[src/hw/rtl/cci_pkg.sv]
`timescale 1ns / 1ps
package cci_pkg;

    localparam int CW    = 16;  // coordinate field width
    localparam int RW    = 15;  // radius field width
    localparam int DW    = 17;  // centre difference
    localparam int SQW   = 32;  // squared radius sum and difference
    localparam int D2W   = 34;  // squared centre distance
    localparam int KW    = 36;  // chord offset term
    localparam int PW    = 64;  // square root radicand
    localparam int ROOTW = PW / 2;
    localparam int REMW  = ROOTW + 3;
    localparam int NW    = 53;  // point numerators
    localparam int DENW  = D2W + 1;
    localparam int QW    = 18;  // quotient bits
    localparam int OFFW  = QW + 1;
    localparam int PTW   = 20;  // unsaturated point coordinate
    localparam int LANES = 4;

    typedef enum logic [1:0] {
        CLS_NONE,
        CLS_CROSS,
        CLS_FIRST,
        CLS_SECOND
    } cls_t;

    typedef enum logic [1:0] {
        KIND_CROSS  = 2'd0,
        KIND_FIRST  = 2'd1,
        KIND_SECOND = 2'd2
    } kind_t;

    typedef struct packed {
        logic signed [CW-1:0] first_x;
        logic signed [CW-1:0] first_y;
        logic [RW-1:0]        first_radius;
        logic signed [CW-1:0] second_x;
        logic signed [CW-1:0] second_y;
        logic [RW-1:0]        second_radius;
    } in_item_t;

    typedef struct packed {
        logic signed [CW-1:0] point_x;
        logic signed [CW-1:0] point_y;
        logic [1:0]           point_kind;
        logic                 last_point;
    } out_item_t;

    typedef struct packed {
        cls_t                 cls;
        logic signed [CW-1:0] cx;
        logic signed [CW-1:0] cy;
        logic [RW-1:0]        cr;
    } ctr_t;

    typedef struct packed {
        logic signed [KW-1:0] k;
        logic signed [DW-1:0] dx;
        logic signed [DW-1:0] dy;
        logic [D2W-1:0]       d2;
        ctr_t                 c;
    } sq_side_t;

    typedef struct packed {
        logic [DENW-1:0]  den;
        logic [LANES-1:0] neg;
        ctr_t             c;
    } dv_side_t;

    typedef struct packed {
        cls_t                       cls;
        logic [LANES-1:0][CW-1:0]   x;
        logic [LANES-1:0][CW-1:0]   y;
    } pt_item_t;

endpackage

[src/hw/rtl/cci_div_cell.sv]
`timescale 1ns / 1ps
module cci_div_cell
    import cci_pkg::*;
(
    input  logic            clk,
    input  logic            en,
    input  logic [DENW-1:0] den,
    input  logic [DENW-1:0] rem_in,
    input  logic [QW-1:0]   bits_in,
    input  logic [QW-1:0]   q_in,
    output logic [DENW-1:0] rem_out,
    output logic [QW-1:0]   bits_out,
    output logic [QW-1:0]   q_out
);

    logic [DENW-1:0] rem_reg, rem_next;
    logic [QW-1:0]   bits_reg, bits_next;
    logic [QW-1:0]   q_reg, q_next;
    logic [DENW:0]   t, diff;
    logic            ge;

    // Restoring division, one quotient bit per cell.
    always_comb
    begin
        t         = {rem_in, bits_in[QW-1]};
        diff      = t - {1'b0, den};
        ge        = t >= {1'b0, den};
        rem_next  = ge ? diff[DENW-1:0] : t[DENW-1:0];
        q_next    = {q_in[QW-2:0], ge};
        bits_next = {bits_in[QW-2:0], 1'b0};
    end

    always_ff @(posedge clk)
    begin
        if (en)
        begin
            rem_reg  <= rem_next;
            bits_reg <= bits_next;
            q_reg    <= q_next;
        end
    end

    assign rem_out  = rem_reg;
    assign bits_out = bits_reg;
    assign q_out    = q_reg;

endmodule

[config.mk]
export PLATFORM = sky130hd
export DESIGN_NAME = cci_div_cell
export DESIGN_NICKNAME = d
export VERILOG_FILES = /design/src/hw/rtl/cci_pkg.sv /design/src/hw/rtl/cci_div_cell.sv
export SDC_FILE = /design/constraint.sdc
export NUM_CORES = 1
export LEC_CHECK = 0
export BUFFER_PORTS_ARGS = -buffer_cell sky130_fd_sc_hd__buf_2
export CORE_MARGIN = 2
export CORE_UTILIZATION = 45
export DETAILED_ROUTE_END_ITERATION = 16
export HOLD_SLACK_MARGIN = 0.12
export PLACE_DENSITY_LB_ADDON = 0.2
export SLEW_MARGIN = 20
export SYNTH_ARGS = -nofsm -noshare
export SYNTH_HDL_FRONTEND = slang
export SYNTH_SLANG_ARGS = --single-unit
[constraint.sdc]
create_clock -name clk -period 5.9 [get_ports clk]
set_input_delay 0.295 -clock clk [delete_from_list [all_inputs] [get_ports clk]]
set_output_delay 0.295 -clock clk [all_outputs]
set_load 0.05 [all_outputs]
**Word level (Yosys, flattened, before mapping)**

Cells that the tools add are included.

- Word-level logic and storage cells: 6
- Register bits after elaboration: 70
- Output and inout port bits: 71
- Bits in read-only memories: 0
- Bits in latches: 0
- Memories kept: 0
- Bits in writable memories: 0
- Input port bits: 108

- $mul: 0
- Reduce and logical (&&, ||, !) cells: 0
- Div/mod/pow operators: 0
- Eq/ne operators: 0
- Muxes and demuxes: 1
- Shift operators: 0
- Bitwise logic cells: 0
- Add/subtract/negate cells: 1
- Order comparisons: 1

Operators by type and width:

| cell | number |
|---|---|
| 36-bit by 35-bit greater-or-equal comparator with 1-bit output | 1 |
| 35-bit 2-to-1 mux | 1 |
| 35-bit subtractor | 1 |

**Depth between registers and ports, before layout**

- Depth in word-level cells: 2
- Mapped depth: 14
- Gate-level depth less buffers: 12

**Least setup slack after synthesis**

OpenSTA, ideal clock, no wires.

- Path type: input-to-reg
- Start point: input port den[2]
- End point: register rem_reg[17], in the netlist rem_out[17], data pin
- Stages on the path: 11
- Setup slack: 2866 ps
- Setup time: 262 ps
- Data arrival time: 2772 ps
- Cell sequence: inv_1 > ha_1 > nor2b_1 > o31a_1 > a21oi_2 > o221ai_2 > a2111oi_2 > o21ai_1 > a211oi_2 > buf_4 > mux2_1

- Word-level cells in the longest chain between the ends: 2
- Elaborated cells between the ends (all ways): 3

Ends and longest elaborated chain:

| what | RTL line | source |
|---|---|---|
| from (decl) | cci_div_cell.sv:7 | `input logic [DENW-1:0] den,` |
| 35-bit subtractor / 36-bit by 35-bit greater-or-equal comparator with 1-bit output (equally long branches) | cci_div_cell.sv:26, cci_div_cell.sv:27 |  |
| 35-bit 2-to-1 mux (*) | cci_div_cell.sv:28 | `rem_next = ge ? diff[DENW-1:0] : t[DENW-1:0];` |
| net rem_next[17] | cci_div_cell.sv:16 | `logic [DENW-1:0] rem_reg, rem_next;` |
| to (signal assigned) | cci_div_cell.sv:37 | `rem_reg <= rem_next;` |
| to (decl) | cci_div_cell.sv:16 |  |

Mark *: on every way through the listed nets, which the timed path passes. The rest lies on a longest branch.
A chain may end at the register's enable or synchronous reset.

**Final worst setup path**

- Start point: input port bits_in[17]
- End point: register rem_reg[7], in the netlist rem_out[7], data pin

- Word-level cells in the longest chain between the ends: 2
- Elaborated cells between the ends (all ways): 3

Ends and longest elaborated chain:

| what | RTL line | source |
|---|---|---|
| from (decl) | cci_div_cell.sv:9 | `input logic [QW-1:0] bits_in,` |
| 35-bit subtractor / 36-bit by 35-bit greater-or-equal comparator with 1-bit output (equally long branches) | cci_div_cell.sv:26, cci_div_cell.sv:27 |  |
| 35-bit 2-to-1 mux (*) | cci_div_cell.sv:28 |  |
| net rem_next[7] | cci_div_cell.sv:16 |  |

Marks and branches as above.

==> reports/results.ini <==
[drt]
first_pass_iters=5
wl_per_cell_um=14.1
drc=0
drtIter0Drc=157
ant_nets=0
num_vias=4264
via_per_inst=5.14
drt_wl_total_mm=11.7

[critical_path]
crit_fanout=35
required_ns=6.00
crit_path_start_kind=input port
cp-startpoint=bits_in[17]
critPathKind=in -> reg
endpoint=rem_out[7]
arrival_ns=3.71
cp-end-kind=register

[synth]
yosys.area.top_type_share=0.450
yosys.cell_types.count=56
syn_avg_cell_area_sq_um=9.59
synthArstFlopShare=0
seq_area_frac_synth=0.450
synth_edf_count=70
synthTopCellsByArea=edfxtp_1 (45%), ha_1 (9.4%), nand2_1 (4.9%)
synth_nets=631
postSynthCellCount=487
synth_area_leader_cell=edfxtp_1
synth_warnings=0
syn_area_sq_um=4670
synth-main-ff-cell=edfxtp_1
synth-seq-cells=70

[floorplanning]
core_sq_um=10200
fp.dieW_um=106
die_area_sq_um=11200
io_pins=179
std_cell_rows=37
die_y_um=106
start_util=0.459

[timing]
rsz0062_at_grt=false
fin_crit_sh=0.611
fmax_mhz=278
maxSlewHeadroom=0.479
setup_viol=0
hold_slack_ns=0.160
fin_setup_tns_ns=0
finalHoldViolCount=0
post-route-min-period_ns=3.60
worst_pin_slew_ns=0.761
slew_violations=0

[global_route]
grtUsageMet1=0.258
grt.total_usage=0.213
grt_antenna_before_repair=0
use_met3=0.0417
grt_use_met2=0.367
grt_pass1_wl_mm=18.9
grt_pass1_vias=4175
top_usage_layer=met2
grt_max_degree=55
overflow=0

[clock_tree]
path_clk_slew_ns=0.07
cts_setup_buffers=0
cts_max_level=3
clockBufferDepth=2
cts_buffers=9
cts_tree=done
root_buffer=clkbuf_8
cts_sinks=70
cts_resized=0

[power_and_ir_drop]
clkPwrFrac=0.265
vdd_drop_max_v=0.000128
leakage_nw=2.83
p_int_mw=1.06
p_per_area_nw_per_um2=274
switching_share=0.375
p_comb_frac=0.361
seqPwrFrac=0.374
power_switching_mw=0.637

[placed_design]
port_buffers=176
gp_congestion=0.875
dp_hpwl_mm=8.83

[run]
timing.max_cap.violations=0

[final_layout]
final.fill_count=870
fin_nets=832
drive_gt1_frac=0.291
antenna_cells=0
area_growth_pct=32.6

[hold_path]
hp-class=in -> reg

[outcome]
status=finished, final reports clean

-- synth_stat cells (7+ instances only) --
cell / number
edfxtp_1: 70
nor2_1: 21
a21o_1: 13
clkbuf_1: 13
o21ai_0: 21
o21a_1: 7
ha_1: 35
nor2b_1: 8
and3_1: 7
o21ai_1: 26
xor2_1: 9
nand2_1: 61
nand3_1: 8
a21oi_1: 39
inv_1: 47
xnor2_1: 17
-- cells in the final DEF (no fill, tap or decap), types with 21 or more instances in the layout --
cell type / count
nor2_1: 21
edfxtp_1: 70
nand2_1: 61
inv_1: 47
o21ai_1: 26
ha_1: 35
buf_2: 176
o21ai_0: 21
a21oi_1: 39
dlygate4sd3_1: 33
-- routing by layer --
metal  part of all wire  vias to the layer above  wire length (um)
met1               0.42                     1929              4950
met5                  0                        -                 0
met2               0.48                      159              5640
met4              0.021                        0               240
met3              0.073                       19               858
li1                   -                     2157                 -
-- repair_timing --
| item | in CTS | in global routing |
|---|---|---|
| hold endpoints to repair | 33 | 0 |
| hold buffers | 33 | 0 |
| endpoints found under the setup margin | 0 | 0 |
-- sequential cells by signal, indices dropped and copies added, names as in the netlist --
name,count
bits_out,17
rem_out,35
q_out,18
-- worst max-delay path, stage by stage --
cell and delay [ns]:
buf_2 0.10, inv_1 0.04, ha_1 0.17, fa_1 0.22, nor2b_1 0.07, o31a_1 0.30
a21oi_2 0.27, o221ai_2 0.22, a2111oi_2 0.49, o21ai_1 0.18, a211oi_4 0.61, buf_4 0.43
a211oi_1 0.09, a21o_1 0.18
-- power by group through the flow --
stage | sequential, mW | clock [mW] | combinational, mW
detailed placement | 0.646 | 0 | 0.594
floorplan | 0.855 | 0 | 0.239
global placement | 0.644 | 0 | 0.589
global route | 0.639 | 0.482 | 0.665
finish | 0.634 | 0.450 | 0.614
CTS | 0.635 | 0.466 | 0.614
-- cell families (layout without fill, tap and decap cells) --
kind of cell,after synthesis,count (layout),share of synthesized area
XOR/XNOR,26,26,0.0487
buffers and inverters,69,275,0.0629
adder cells (fa/ha/maj),36,36,0.0980
other,1,1,0.000803
AND/OR/NAND/NOR,133,133,0.132
multiplexers,3,3,0.00670
flip-flops,70,70,0.450
AO/OA/AOI/OAI,149,149,0.201
-- worst min path at each step --
stage / endpoint / startpoint / cells after the start
2_1_floorplan: bits_out[10] / bits_in[9] / 0
5_1_grt: bits_out[3] / bits_in[2] / 1
3_3_place_gp: bits_out[2] / bits_in[1] / 1
4_1_cts: bits_out[3] / bits_in[2] / 1
3_5_place_dp: bits_out[12] / bits_in[11] / 1
6_report: bits_out[3] / bits_in[2] / 1
-- layout make-up --
| class | count | area, sq um | share of cell area |
|---|---|---|---|
| clock buffer | 9 | 124 | 0.0200 |
| clock inverter | 7 | 105 | 0.0170 |
| inverter | 47 | 176 | 0.0285 |
| multi-input combinational | 348 | 2280 | 0.369 |
| sequential | 70 | 2100 | 0.339 |
| tap | 136 | 170 | 0.0275 |
| timing repair buffer | 212 | 1230 | 0.199 |
-- metrics by stage --
stage	instance area (sq um)	setup slack, ns	power (mW)	utilization	std cells
floorplan	4670	2.87	1.09	-	487
global placement	5640	1.96	1.23	0.553	780
detailed placement	5640	1.94	1.24	0.553	780
CTS	6190	2.31	1.71	0.608	829
global route	6190	1.96	1.79	0.608	829
finish	6190	2.30	1.70	0.608	829
Note: power is estimated with default switching activity, not from simulation.
