### config.mk
export PLATFORM = sky130hd
export DESIGN_NAME = cci_sqrt_cell
export DESIGN_NICKNAME = d
export VERILOG_FILES = /design/src/hw/rtl/cci_pkg.sv /design/src/hw/rtl/cci_sqrt_cell.sv
export SDC_FILE = /design/constraint.sdc
export NUM_CORES = 1
export LEC_CHECK = 0
export ABC_AREA = 1
export BUFFER_PORTS_ARGS = -buffer_cell sky130_fd_sc_hd__buf_2
export CORE_ASPECT_RATIO = 0.6
export CORE_MARGIN = 1
export CORE_UTILIZATION = 50
export DETAILED_ROUTE_END_ITERATION = 7
export GPL_ROUTABILITY_DRIVEN = 0
export PLACE_DENSITY_LB_ADDON = 0.08
export REMOVE_ABC_BUFFERS = 1
export SLEW_MARGIN = 25
export SYNTH_ARGS = -nofsm -noshare
export SYNTH_HDL_FRONTEND = slang
export SYNTH_SLANG_ARGS = --single-unit
### constraint.sdc
create_clock -name clk -period 2.1 [get_ports clk]
set_input_delay 0.315 -clock clk [delete_from_list [all_inputs] [get_ports clk]]
set_output_delay 0.315 -clock clk [all_outputs]
set_load 0.03 [all_outputs]
### src/hw/rtl/cci_pkg.sv
`timescale 1ns / 1ps
package cci_pkg;

    localparam int CW    = 16;  // coordinate field width
    localparam int RW    = 15;  // radius field width
    localparam int DW    = 17;  // centre difference
    localparam int SQW   = 32;  // squared radius sum and difference
    localparam int D2W   = 34;  // squared centre distance
    localparam int KW    = 36;  // chord offset term
    localparam int PW    = 64;  // square root radicand
    localparam int ROOTW = PW / 2;
    localparam int REMW  = ROOTW + 3;
    localparam int NW    = 53;  // point numerators
    localparam int DENW  = D2W + 1;
    localparam int QW    = 18;  // quotient bits
    localparam int OFFW  = QW + 1;
    localparam int PTW   = 20;  // unsaturated point coordinate
    localparam int LANES = 4;

    typedef enum logic [1:0] {
        CLS_NONE,
        CLS_CROSS,
        CLS_FIRST,
        CLS_SECOND
    } cls_t;

    typedef enum logic [1:0] {
        KIND_CROSS  = 2'd0,
        KIND_FIRST  = 2'd1,
        KIND_SECOND = 2'd2
    } kind_t;

    typedef struct packed {
        logic signed [CW-1:0] first_x;
        logic signed [CW-1:0] first_y;
        logic [RW-1:0]        first_radius;
        logic signed [CW-1:0] second_x;
        logic signed [CW-1:0] second_y;
        logic [RW-1:0]        second_radius;
    } in_item_t;

    typedef struct packed {
        logic signed [CW-1:0] point_x;
        logic signed [CW-1:0] point_y;
        logic [1:0]           point_kind;
        logic                 last_point;
    } out_item_t;

    typedef struct packed {
        cls_t                 cls;
        logic signed [CW-1:0] cx;
        logic signed [CW-1:0] cy;
        logic [RW-1:0]        cr;
    } ctr_t;

    typedef struct packed {
        logic signed [KW-1:0] k;
        logic signed [DW-1:0] dx;
        logic signed [DW-1:0] dy;
        logic [D2W-1:0]       d2;
        ctr_t                 c;
    } sq_side_t;

    typedef struct packed {
        logic [DENW-1:0]  den;
        logic [LANES-1:0] neg;
        ctr_t             c;
    } dv_side_t;

    typedef struct packed {
        cls_t                       cls;
        logic [LANES-1:0][CW-1:0]   x;
        logic [LANES-1:0][CW-1:0]   y;
    } pt_item_t;

endpackage

### src/hw/rtl/cci_sqrt_cell.sv
`timescale 1ns / 1ps
module cci_sqrt_cell
    import cci_pkg::*;
(
    input  logic             clk,
    input  logic             en,
    input  logic [PW-1:0]    rad_in,
    input  logic [REMW-1:0]  rem_in,
    input  logic [ROOTW-1:0] root_in,
    output logic [PW-1:0]    rad_out,
    output logic [REMW-1:0]  rem_out,
    output logic [ROOTW-1:0] root_out
);

    logic [PW-1:0]    rad_reg, rad_next;
    logic [REMW-1:0]  rem_reg, rem_next;
    logic [ROOTW-1:0] root_reg, root_next;
    logic [REMW-1:0]  rem_sh, trial;
    logic             ge;

    // One root bit per cell: bring down two radicand bits and try root*4+1.
    always_comb
    begin
        rem_sh    = {rem_in[REMW-3:0], rad_in[PW-1 -: 2]};
        trial     = {1'b0, root_in, 2'b01};
        ge        = rem_sh >= trial;
        rem_next  = ge ? rem_sh - trial : rem_sh;
        root_next = {root_in[ROOTW-2:0], ge};
        rad_next  = {rad_in[PW-3:0], 2'b00};
    end

    always_ff @(posedge clk)
    begin
        if (en)
        begin
            rad_reg  <= rad_next;
            rem_reg  <= rem_next;
            root_reg <= root_next;
        end
    end

    assign rad_out  = rad_reg;
    assign rem_out  = rem_reg;
    assign root_out = root_reg;

endmodule

* Word level (Yosys, flattened, before mapping)
Index checks and enable logic that the tools add are counted.
Word-level totals: bits in registers 129, latch bits 0, bits in writable memories 0, memory bits (read-only) 0, input port bits 133, output and inout bits 131, logic and storage cells 6, memories kept 0
Cells by class: $add $sub $neg 1, $mul 0, divide/modulo/power cells 0, magnitude comparators 1, equality and inequality tests 0, shift operators 0, muxes and demuxes 1, bitwise logic cells 0, reduce and logical (&&, ||, !) cells 0
Operators with widths (count):
- greater-or-equal comparator 35 x 34 -> 1 bit | 1
- two-way mux 35 bit | 1
- subtractor 35 x 34 -> 35 bit | 1

* Longest topological paths before layout
Gate-level depths: netlist of the first run.
depth in word-level cells 2, mapped depth 16

* Least setup slack after synthesis of the first run
No wires, ideal clock.
path kind input-to-reg, from input port root_in[14], to register rem_reg[26], in the netlist rem_out[26] (data pin), arrival 1.682 ns, slack 0.165 ns, cell stages on the path 14, path buffers 1, cell sequence inv_1 -> ha_1 -> nand2_1 -> inv_1 -> nand2_1 -> nor2_2 -> nand4_1 -> nand3_2 -> nand3_2 -> nand2_4 -> inv_4 -> buf_6 -> nand2_1 -> nand2_1
On the way: longest elaborated chain between the ends 2, elaborated cells between the ends (all ways) 3
RTL lines:
- from (decl) | RTL line cci_sqrt_cell.sv:9 | input logic [ROOTW-1:0] root_in,
- subtractor 35 x 34 -> 35 bit / greater-or-equal comparator 35 x 34 -> 1 bit (equally long branches) | RTL line cci_sqrt_cell.sv:27, cci_sqrt_cell.sv:26
- two-way mux 35 bit (*) | RTL line cci_sqrt_cell.sv:27 | rem_next = ge ? rem_sh - trial : rem_sh;
- named net rem_next[26] | RTL line cci_sqrt_cell.sv:16 | logic [REMW-1:0] rem_reg, rem_next;
- to (signal assigned) | RTL line cci_sqrt_cell.sv:37 | rem_reg <= rem_next;
- to (decl) | RTL line cci_sqrt_cell.sv:16
Mark *: on every way through the listed nets, which the timed path passes. The rest lies on a longest branch. A chain may end at the register's enable or synchronous reset.

* Worst setup path in the final report of the first run
from input port rem_in[28], to register rem_reg[20], in the netlist rem_out[20] (data pin)
On the way: longest elaborated chain between the ends 2
RTL lines:
- from (decl) | RTL line cci_sqrt_cell.sv:8 | input logic [REMW-1:0] rem_in,
- greater-or-equal comparator 35 x 34 -> 1 bit | RTL line cci_sqrt_cell.sv:26 | ge = rem_sh >= trial;
- two-way mux 35 bit | RTL line cci_sqrt_cell.sv:27
- named net rem_next[20] | RTL line cci_sqrt_cell.sv:16
The timed path passes the listed nets, and every way through them passes these cells.

==> summary.txt, run 1 <==
==================================================================================
Status .............................................................. finished clean
Count of vias placed by the detailed router .........................         6519
Core footprint ......................................................    13700 um2
Max Root-Sink Buffers ...............................................            2
Wire length on met2 .................................................      7840 um
Final HPWL DP .......................................................     14700 um
Total of flip-flops plus latches after synthesis ....................          129
Number of antenna violations at the first check in global routing ...            0
First-pass GRT wire length ..........................................     28800 um
Setup Viol. Count Final .............................................            0
Count of non-filler cells in the finished layout ....................         1375
Pin count of the biggest net entering global routing ................           42
Count of cell types in the netlist ..................................           29
Number of buffers inserted by hold repair at cts ....................            0
Worst min-delay path category ....................................... primary input to register
Number of diodes ....................................................            0
Global route total overflow .........................................            0
Number of buffers added by the clock tree synthesis step ............           17
Required arrival time at the worst endpoint .........................      2.27 ns
Cell Area, Synth ....................................................     7010 um2
Fraction of synthesized cell area taken by the top area cell type ...        55.3%
Total of fill cells in the finished design ..........................         1095
Num ports ...........................................................          264
Number of DRC violations after detailed-routing iteration 0 .........          546
Routed wl met3 ......................................................      1640 um
Arrival time of the worst setup path ................................      2.08 ns
First-pass iteration count of the detailed router ...................            5
Clock network fraction of design power ..............................        35.6%
Element type at the critical path start ............................. primary input
Net load switching power ............................................      2.63 mW
Final routed wire length divided by cell count ......................      13.8 um
Cell Count Post-Placement ...........................................         1344
Starting density of the core ........................................        51.3%
CTS clk-pin slew, worst paths .......................................      0.06 ns
Buffers plus inverters on the worst setup path ......................            2
Floorplan die area ..................................................    14500 um2
Count of unresolved DRC violations after routing ....................            0
Post-route clock period utilization .................................        91.3%
Library cell occupying the most area in the post-synthesis netlist ..     edfxtp_1
Final hold violation count ..........................................            0
FP Rows .............................................................           33
Critical Path Slowest Stage Cell ....................................         ha_1
Most common library cell in the layout ignoring fill and taps .......      nand2_1
Commonest cells after routing, fill and taps aside .................. 306 x nand2_1, 258 x buf_2, 129 x edfxtp_1
Fraction of the yosys area taken by sequential cells ................        55.3%
Post-synthesis average cell area ....................................     8.87 um2
Remaining number of nets flagged by the antenna check after routing .            0
Sinks on the clock net ..............................................          129
Share of final-layout standard cells stronger than drive strength 1 .        35.4%
Net switching share of the total power ..............................        31.6%
Count of pins over their slew limit .................................            0
LEAKAGE .............................................................      5.19 nW
Sum of negative setup slack .........................................         0 ns
Internal power consumption ..........................................      5.67 mW
Yosys warns .........................................................            0
Via count of the first global-routing pass ..........................         5834
Fraction of the core area covered by cells at the end of the flow ...        72.6%
Floorplan die width .................................................       155 um
Setup repair after global routing missed its margin .................           no
Type of destination of the critical path ............................     register
Highest metal used ..................................................         met4
Number of max-cap violations ........................................            0
Series of cell instances along the critical path .................... buf_2, ha_1, a21oi_1, o21ai_0, a21oi_1, nand2_1, nor2_2, nand2_4, buf_4, nand3_1, nand2_1
Power density normalized to cell area ...............................   837 nW/um2
Fraction of power consumed by combinational cells ...................        25.9%
Largest stage delay on the critical path ............................      0.35 ns
Synth-to-layout area growth .........................................        41.5%
Vias per inst .......................................................         4.74
Maximum resistive drop on vdd .......................................     0.491 mV
Standard cell area after detailed placement .........................     9330 um2
Final #Nets .........................................................         1338
Post-Route WL .......................................................     19000 um
Dominant cells by area after synthesis .............................. edfxtp_1 55%, nand2_1 16%, inv_1 6.6%
Clock root buffer ...................................................    clkbuf_16
Worst setup path class .............................................. primary input to register
Non-Filler Cell Area, Final .........................................     9920 um2
Deepest level of the CTS H-tree .....................................            4
Final critical-path setup slack .....................................     0.183 ns
Total routing usage reported by global routing ......................        26.2%
Number of buffer cells added on primary ports .......................          259
Maximum fanout count along the critical path ........................           14
Synthesized instance count ..........................................          790
Worst hold slack ....................................................    0.0703 ns
Die height ..........................................................      93.7 um
Time the final worst path needs with I/O delays and setup ...........      1.92 ns
Clock tree from TritonCTS ...........................................        built
Minimum setup slack after placement .................................    -0.261 ns
Top Family by Delay on Critical Path ................................ compound AO/OA/AOI/OAI gates
Sequential power share ..............................................        38.5%
Highest attainable clock frequency ..................................      522 MHz
Total Power Consumption .............................................      8.30 mW
Sum of routed wire segments on met1 .................................      9230 um
==================================================================================
==> worst paths after layout <==
path                  startpoint          end  slack (ns)  depth (start not counted)
worst max-delay path  rem_in[28]  rem_out[20]        0.18                         11
worst min-delay path  rad_in[45]  rad_out[47]        0.07                          1
==> metal layers <==
| layer | global-route usage [%] | vias to the layer above |
|---|---|---|
| met5 | 0 | - |
| met1 | 38.7 | 2893 |
| met2 | 38.8 | 319 |
| met4 | 6.85 | 0 |
| met3 | 5.86 | 27 |
| li1 | - | 3280 |
==> cells by family after synthesis <==
family / synth area share, %
buffers and inverters: 8.07
adders and majority gates: 6.07
DFF: 55.3
AOI/OAI and AO/OA: 3.18
xor gates and xnor gates: 2.25
other: 0.0535
and+or+nand+nor: 25.1
==> sequential cells by signal, summed over array words and instances, names as in the netlist <==
| name | cells |
|---|---|
| rem_out | 35 |
| rad_out | 62 |
| root_out | 32 |
==> cells in the mapped netlist, drive strengths merged <==
library cell and n:
nand4 4, nand2 309, o21a 2, nand3 35
edfxtp 129, ha 34, o21ai 7, conb 1
inv 129, buf 8, o21bai 2, xor2 16
nor3 11, a21o 2, a21oi 27, clkinv 1
nor2 61, nand3b 10, xnor2 2
==> area by class of cell <==
cell class                      count  area [um2]  share of cell area [%]
Tap cell                          192         240                    2.42
Clock inverter                     14         155                    1.56
Multi-Input combinational cell    524        2580                    26.0
Timing Repair Buffer              369        2150                    21.7
Inverter                          130         493                    4.97
Sequential cell                   129        3870                    39.1
Clock buffer                       17         425                    4.29
==> power by group through the flow <==
stage                     registers [mW]  clock network (mW)  logic, mW
final                               3.19                2.96       2.15
after global routing                3.22                3.09       2.33
after CTS                           3.20                2.99       2.13
after detailed placement            3.25                   0       2.12
after global placement              3.24                   0       2.10
after floorplan                     3.79                   0      0.694
==> what timing repair did <==
| item | 4_1_cts | 5_1_grt |
|---|---|---|
| setup buffers | 0 | 0 |
| resized for setup | 0 | 3 |
| endpoints found under the setup margin | 0 | 5 |
| hold endpoints to repair | 0 | 0 |
Note: power is estimated with default switching activity, not from simulation.
==> inputs of run 2 (changes only) <==
--- a/config.mk
+++ b/config.mk
@@ -5,11 +5,10 @@
 export SDC_FILE = /design/constraint.sdc
 export NUM_CORES = 1
 export LEC_CHECK = 0
-export ABC_AREA = 1
 export BUFFER_PORTS_ARGS = -buffer_cell sky130_fd_sc_hd__buf_2
 export CORE_ASPECT_RATIO = 0.6
 export CORE_MARGIN = 1
-export CORE_UTILIZATION = 50
+export CORE_UTILIZATION = 48
 export DETAILED_ROUTE_END_ITERATION = 7
 export GPL_ROUTABILITY_DRIVEN = 0
 export PLACE_DENSITY_LB_ADDON = 0.08
==> run 2 against run 1 <==
Against the previous run:
- the run now ends with setup timing left
- synthesized cell count down 37%
- worst setup slack worse by 0.57 ns
- final cell count down 21%
- hold slack worse by 0.0037 ns
- clock power down 5%
- wire length down 4.6%
- critical endpoint is now rem_out[28]
- largest power group unchanged
==> summary.txt, run 2 <==
==================================================================================
Status .............................................................. finished with violations
Failing checks ...................................................... setup timing
Number of buffer cells added on primary ports .......................          259
Yosys warns .........................................................            0
Remaining number of nets flagged by the antenna check after routing .            0
Clock root buffer ...................................................    clkbuf_16
Net switching share of the total power ..............................        32.0%
Fraction of synthesized cell area taken by the top area cell type ...        61.2%
Final routed wire length divided by cell count ......................      16.7 um
Time the final worst path needs with I/O delays and setup ...........      2.48 ns
Total Power Consumption .............................................      8.43 mW
First-pass iteration count of the detailed router ...................            5
Setup Viol. Count Final .............................................           36
Count of unresolved DRC violations after routing ....................            0
Headroom to the max-slew limit ......................................        63.5%
FP Rows .............................................................           32
Hold path startpoint ................................................   rad_in[59]
Internal power consumption ..........................................      5.73 mW
Starting density of the core ........................................        49.2%
Arrival time of the worst setup path ................................      2.65 ns
Post-route clock period utilization .................................         118%
Type of destination of the critical path ............................     register
Minimum setup slack after placement .................................    -0.883 ns
Maximum fanout count along the critical path ........................            5
Final critical-path setup slack .....................................    -0.383 ns
Max Root-Sink Buffers ...............................................            2
Number of antenna violations at the first check in global routing ...            0
Total routing usage reported by global routing ......................        25.5%
Final HPWL DP .......................................................     12900 um
Required arrival time at the worst endpoint .........................      2.27 ns
LEAKAGE .............................................................      4.49 nW
Deepest level of the CTS H-tree .....................................            4
Number of buffers added by the clock tree synthesis step ............           17
Series of cell instances along the critical path .................... buf_2, inv_1, ha_1, nand4_1, nand2b_4, or3_4, a211oi_4, o31ai_4, o21ai_4, buf_12, buf_8, buf_6, mux2_4
Number of flip-flops under the largest register name ................           62
Floorplan die width .................................................       150 um
Fraction of the yosys area taken by sequential cells ................        61.2%
Worst min-delay path category ....................................... primary input to register
Setup repair after global routing missed its margin .................          yes
Number of max-cap violations ........................................            0
Via count of the first global-routing pass ..........................         5411
Cell Area, Synth ....................................................     6330 um2
Number of buffers inserted by hold repair at cts ....................            0
Vias per inst .......................................................         5.17
Highest attainable clock frequency ..................................      403 MHz
CTS clk-pin slew, worst paths .......................................      0.06 ns
Final #Nets .........................................................         1069
Most common library cell in the layout ignoring fill and taps .......        buf_2
Most frequent cells after synthesis ................................. 129 x edfxtp_1, 46 x a21oi_1, 46 x inv_1
Core footprint ......................................................    12900 um2
Critical Path Slowest Stage Cell ....................................        or3_4
Die height ..........................................................      90.9 um
Share of synthesized flip-flops with an asynchronous set or reset ...           0%
Sequential power share ..............................................        38.1%
Floorplan die area ..................................................    13700 um2
Total of flip-flops plus latches after synthesis ....................          129
Power density normalized to cell area ...............................   844 nW/um2
Pin count of the biggest net entering global routing ................           54
Post-Route WL .......................................................     18100 um
Fraction of power consumed by combinational cells ...................        28.6%
Num ports ...........................................................          264
Commonest cells after routing, fill and taps aside .................. 256 x buf_2, 129 x edfxtp_1, 114 x buf_4
Number of diodes ....................................................            0
Count of cell types in the netlist ..................................           60
Sinks on the clock net ..............................................          129
Clock network fraction of design power ..............................        33.3%
Worst setup path class .............................................. primary input to register
Count of pins over their slew limit .................................            0
Largest stage delay on the critical path ............................      0.33 ns
Maximum resistive drop on vdd .......................................     0.576 mV
First-pass GRT wire length ..........................................     26500 um
Cell with the most instances after synthesis ........................     edfxtp_1
Synth-to-layout area growth .........................................        57.9%
Library cell occupying the most area in the post-synthesis netlist ..     edfxtp_1
Dominant cells by area after synthesis .............................. edfxtp_1 61%, ha_1 6.7%, a21oi_1 3.6%
Global route total overflow .........................................            0
Number of DRC violations after detailed-routing iteration 0 .........          364
Most frequently used flop master after synthesis ....................     edfxtp_1
Post-synthesis average cell area ....................................     12.7 um2
Count of vias placed by the detailed router .........................         5613
Clock tree from TritonCTS ...........................................        built
Slew @ Worst Pin ....................................................     0.542 ns
Number of enable-type register cells in the synthesized netlist .....          129
Synthesized instance count ..........................................          499
Net load switching power ............................................      2.70 mW
Launching element of the worst setup path ...........................  root_in[21]
Share of final-layout standard cells stronger than drive strength 1 .        57.2%
Element type at the critical path start ............................. primary input
Final hold violation count ..........................................            0
==================================================================================
## run 2: cell count changes after synthesis, sizes merged, moves of 6 or more
cell,previous run,this run
nand2,309,20
inv,129,46
nand3,35,2
a21oi,27,50
xnor2,2,21
nor2,61,45
o21ai,7,22
mux2,0,11
nand3b,10,1
a21o,2,8
o211ai,0,6
xor2,16,10
## run 2: path summary, 6_finish.rpt
check | cells past startpoint | end | slack, ns
hold / removal | 1 | rad_out[61] | 0.07
setup / recovery | 13 | rem_out[28] | -0.38
## run 2: power by group through the flow
stage / combinational, mW / clock (mW) / sequential [mW]
floorplan: 0.662 / 0 / 3.81
global placement: 2.04 / 0 / 3.27
detailed placement: 2.07 / 0 / 3.27
CTS: 2.20 / 2.85 / 3.22
global route: 2.56 / 2.95 / 3.24
finish: 2.41 / 2.81 / 3.22
## run 2: cells by family after synthesis
| group | Yosys count | synth area share, % |
|---|---|---|
| other | 1 | 0.0593 |
| xor gates and xnor gates | 31 | 4.29 |
| muxes | 14 | 2.49 |
| buffers and inverters | 59 | 4.13 |
| adders and majority gates | 34 | 6.72 |
| AOI/OAI and AO/OA | 121 | 12.8 |
| and+or+nand+nor | 110 | 8.29 |
| DFF | 129 | 61.2 |
## run 2: per-stage QoR
step / utilization (%) / hold WS, ns / instance area (um2) / TNS [ns] / instances
after detailed placement: 67.5 / 0.493 / 8680 / -23.92 / 1033
after floorplan: - / 0.414 / 6240 / -43.96 / 487
final: 77.7 / 0.0665 / 9990 / -9.46 / 1085
after global placement: 67.5 / 0.491 / 8680 / -21.05 / 1033
after global routing: 77.7 / 0.0466 / 9990 / -11.01 / 1085
after CTS: 74.5 / 0.0507 / 9570 / -5.11 / 1078
## run 2: critical path, delay by kind of cell
kind | cells | cell delay (ns)
compound gates | 3 | 0.50
buf+inv | 5 | 0.50
mux | 1 | 0.29
fa+ha+maj | 1 | 0.29
simple gates | 3 | 0.76
## run 2: per-layer routing
| metal | up-vias | global-route usage, % | routed length [um] |
|---|---|---|---|
| li1 | 2671 | - | - |
| met1 | 2694 | 33.7 | 7860 |
| met2 | 225 | 41.0 | 8750 |
| met3 | 23 | 7.17 | 1260 |
| met4 | 0 | 6.73 | 204 |
| met5 | - | 0 | 0 |
## run 2: cell type report
type                       instances  area [um2]
sequential                       129        3870
fill                             836        2860
multi-input combinational        312        2650
timing repair buffer             396        2510
clock buffer                      17         425
tap                              170         213
inverter                          46         175
clock inverter                    15         141
## run 2: timing repair
action | CTS | global route
cloned | 0 | 2
pin swaps | 9 | 3
resized for setup | 54 | 71
endpoints found under the setup margin | 36 | 36
setup buffers | 13 | 7
==> inputs of run 3 (changes only) <==
--- a/config.mk
+++ b/config.mk
@@ -8,7 +8,7 @@
 export BUFFER_PORTS_ARGS = -buffer_cell sky130_fd_sc_hd__buf_2
 export CORE_ASPECT_RATIO = 0.6
 export CORE_MARGIN = 1
-export CORE_UTILIZATION = 48
+export CORE_UTILIZATION = 52
 export DETAILED_ROUTE_END_ITERATION = 7
 export GPL_ROUTABILITY_DRIVEN = 0
 export PLACE_DENSITY_LB_ADDON = 0.08
==> constraint.sdc (replaced) <==
create_clock -name clk -period 2.86 [get_ports clk]
set_input_delay 0.429 -clock clk [delete_from_list [all_inputs] [get_ports clk]]
set_output_delay 0.429 -clock clk [all_outputs]
set_load 0.03 [all_outputs]
==> run 3 against run 2 <==
Against the previous run:
- the flow now finishes without violations
- worst setup slack gained 0.54 ns
- total power fell by 28%
- clock power decreased by 19%
- critical path type unchanged
- combinational power down 40%
- wire length shrank 7.4%
- sequential share of layout area grew 5.1 points
- flip-flop and latch count unchanged
==> summary.txt, run 3 (same netlist as run 2, synthesis figures left out) <==
==================================================================================
Count of pins over their slew limit .................................            0
Sum of negative setup slack .........................................         0 ns
Type of destination of the critical path ............................     register
Highest metal used ..................................................         met4
Core footprint ......................................................    11600 um2
Count of unresolved DRC violations after routing ....................            0
Headroom to the max-slew limit ......................................        64.6%
Total routing usage reported by global routing ......................        26.3%
Global route total overflow .........................................            0
Max Root-Sink Buffers ...............................................            2
Clock tree from TritonCTS ...........................................        built
Status .............................................................. finished clean
Number of DRC violations after detailed-routing iteration 0 .........          361
Routed wl met3 ......................................................      1300 um
Setup repair after global routing missed its margin .................           no
Starting density of the core ........................................        54.7%
Floorplan die area ..................................................    12600 um2
Number of buffers inserted by post-CTS setup repair .................            0
Sinks on the clock net ..............................................          129
Worst-case hold path end point ......................................  rad_out[32]
Element type at the critical path start ............................. primary input
Number of buffers inserted by hold repair at cts ....................            0
Minimum setup slack after placement .................................    -0.244 ns
Commonest cells after routing, fill and taps aside .................. 258 x buf_2, 129 x edfxtp_1, 55 x buf_4
Power density normalized to cell area ...............................   691 nW/um2
Count of vias placed by the detailed router .........................         5230
Share of final-layout standard cells stronger than drive strength 1 .        44.2%
Post-route clock period utilization .................................        94.4%
Die height ..........................................................      87.4 um
Number of max-cap violations ........................................            0
Largest stage delay on the critical path ............................      0.43 ns
Vias per inst .......................................................         5.25
Series of cell instances along the critical path .................... buf_2, inv_1, ha_1, and4_1, nand2b_1, or3_1, a211oi_2, o31ai_2, o21ai_4, buf_12, mux2_2
Buffers plus inverters on the worst setup path ......................            3
Maximum resistive drop on vdd .......................................     0.467 mV
LEAKAGE .............................................................      3.99 nW
Number of buffers added by the clock tree synthesis step ............           17
Wire length on met2 .................................................      8020 um
Remaining number of nets flagged by the antenna check after routing .            0
Number of flip-flops under the largest register name ................           62
Critical Path Slowest Stage Cell ....................................         ha_1
Number of antenna violations at the first check in global routing ...            1
Maximum fanout count along the critical path ........................           20
Num ports ...........................................................          264
Time the final worst path needs with I/O delays and setup ...........      2.70 ns
Final HPWL DP .......................................................     12600 um
Top Family by Delay on Critical Path ................................ simple AND/OR/NAND/NOR gates
Clock root buffer ...................................................    clkbuf_16
Setup Viol. Count Final .............................................            0
Via count of the first global-routing pass ..........................         5004
First-pass iteration count of the detailed router ...................            5
Number of cells on the worst hold path ..............................            1
Worst setup path class .............................................. primary input to register
Arrival time of the worst setup path ................................      2.86 ns
Deepest level of the CTS H-tree .....................................            4
Highest attainable clock frequency ..................................      370 MHz
Required arrival time at the worst endpoint .........................      3.02 ns
Final routed wire length divided by cell count ......................      16.8 um
Final critical-path setup slack .....................................     0.161 ns
Slew @ Worst Pin ....................................................     0.530 ns
Synth-to-layout area growth .........................................        39.5%
Final #Nets .........................................................          989
Hold path startpoint ................................................   rad_in[30]
Post-Route WL .......................................................     16700 um
Floorplan die width .................................................       144 um
Worst min-delay path category ....................................... primary input to register
Number of buffer cells added on primary ports .......................          259
Sum of routed wire segments on met1 .................................      7230 um
CTS-repair resized insts ............................................            0
First-pass GRT wire length ..........................................     24800 um
Final hold violation count ..........................................            0
Pin count of the biggest net entering global routing ................           57
CTS clk-pin slew, worst paths .......................................      0.06 ns
FP Rows .............................................................           30
Most common library cell in the layout ignoring fill and taps .......        buf_2
==================================================================================
-- run 3: cell count changes in the layout (fill, tap and decap cells not counted), sizes merged --
cell      before  now
bufinv         0    3
clkinv         2    3
diode          0    1
clkbuf        19   17
inv           55   54
clkinvlp       4    1
buf          394  316
-- run 3: layer usage --
metal	up-vias	global-route usage, %
met5	-	0
met4	0	6.51
met3	28	7.37
met2	238	43.9
met1	2466	33.9
li1	2498	-
-- run 3: how the worst max path moves through the flow --
stage	endpoint	from	slack [ns]	cells past startpoint
after global routing	rem_out[28]	root_in[17]	0.04	11
after CTS	rem_out[14]	root_in[17]	0.18	11
after global placement	rem_out[28]	root_in[17]	-0.18	11
after floorplan	rem_out[34]	root_in[19]	-0.76	10
final	rem_out[14]	root_in[17]	0.16	11
after detailed placement	rem_out[14]	root_in[17]	-0.24	11
-- run 3: cell type report --
| class | instances | area, um2 |
|---|---|---|
| repair buffers | 316 | 1760 |
| fillers | 814 | 2740 |
| clock buffers | 17 | 425 |
| clock inverters | 15 | 194 |
| inverters | 46 | 173 |
| flip-flops and latches | 129 | 3870 |
| diodes | 1 | 2.50 |
| multi-input cells | 312 | 2200 |
| well taps | 160 | 200 |
-- run 3: through the flow --
step	power (mW)	std cells	util [%]	area, um2	hold WS, ns
6_report	6.10	996	76.3	8830	0.182
3_3_place_gp	3.79	963	71.0	8200	0.605
5_1_grt	6.31	996	76.3	8830	0.171
4_1_cts	6.11	995	76.3	8820	0.175
2_1_floorplan	3.28	487	-	6240	0.528
3_5_place_dp	3.82	963	71.0	8200	0.607
-- run 3: report_power, final --
| group | switching (mW) | leakage (nW) | internal, mW |
|---|---|---|---|
| Combinational | 0.921 | 2.43 | 0.526 |
| Clock | 0.891 | 0.301 | 1.40 |
| Sequential | 0.0462 | 1.26 | 2.31 |
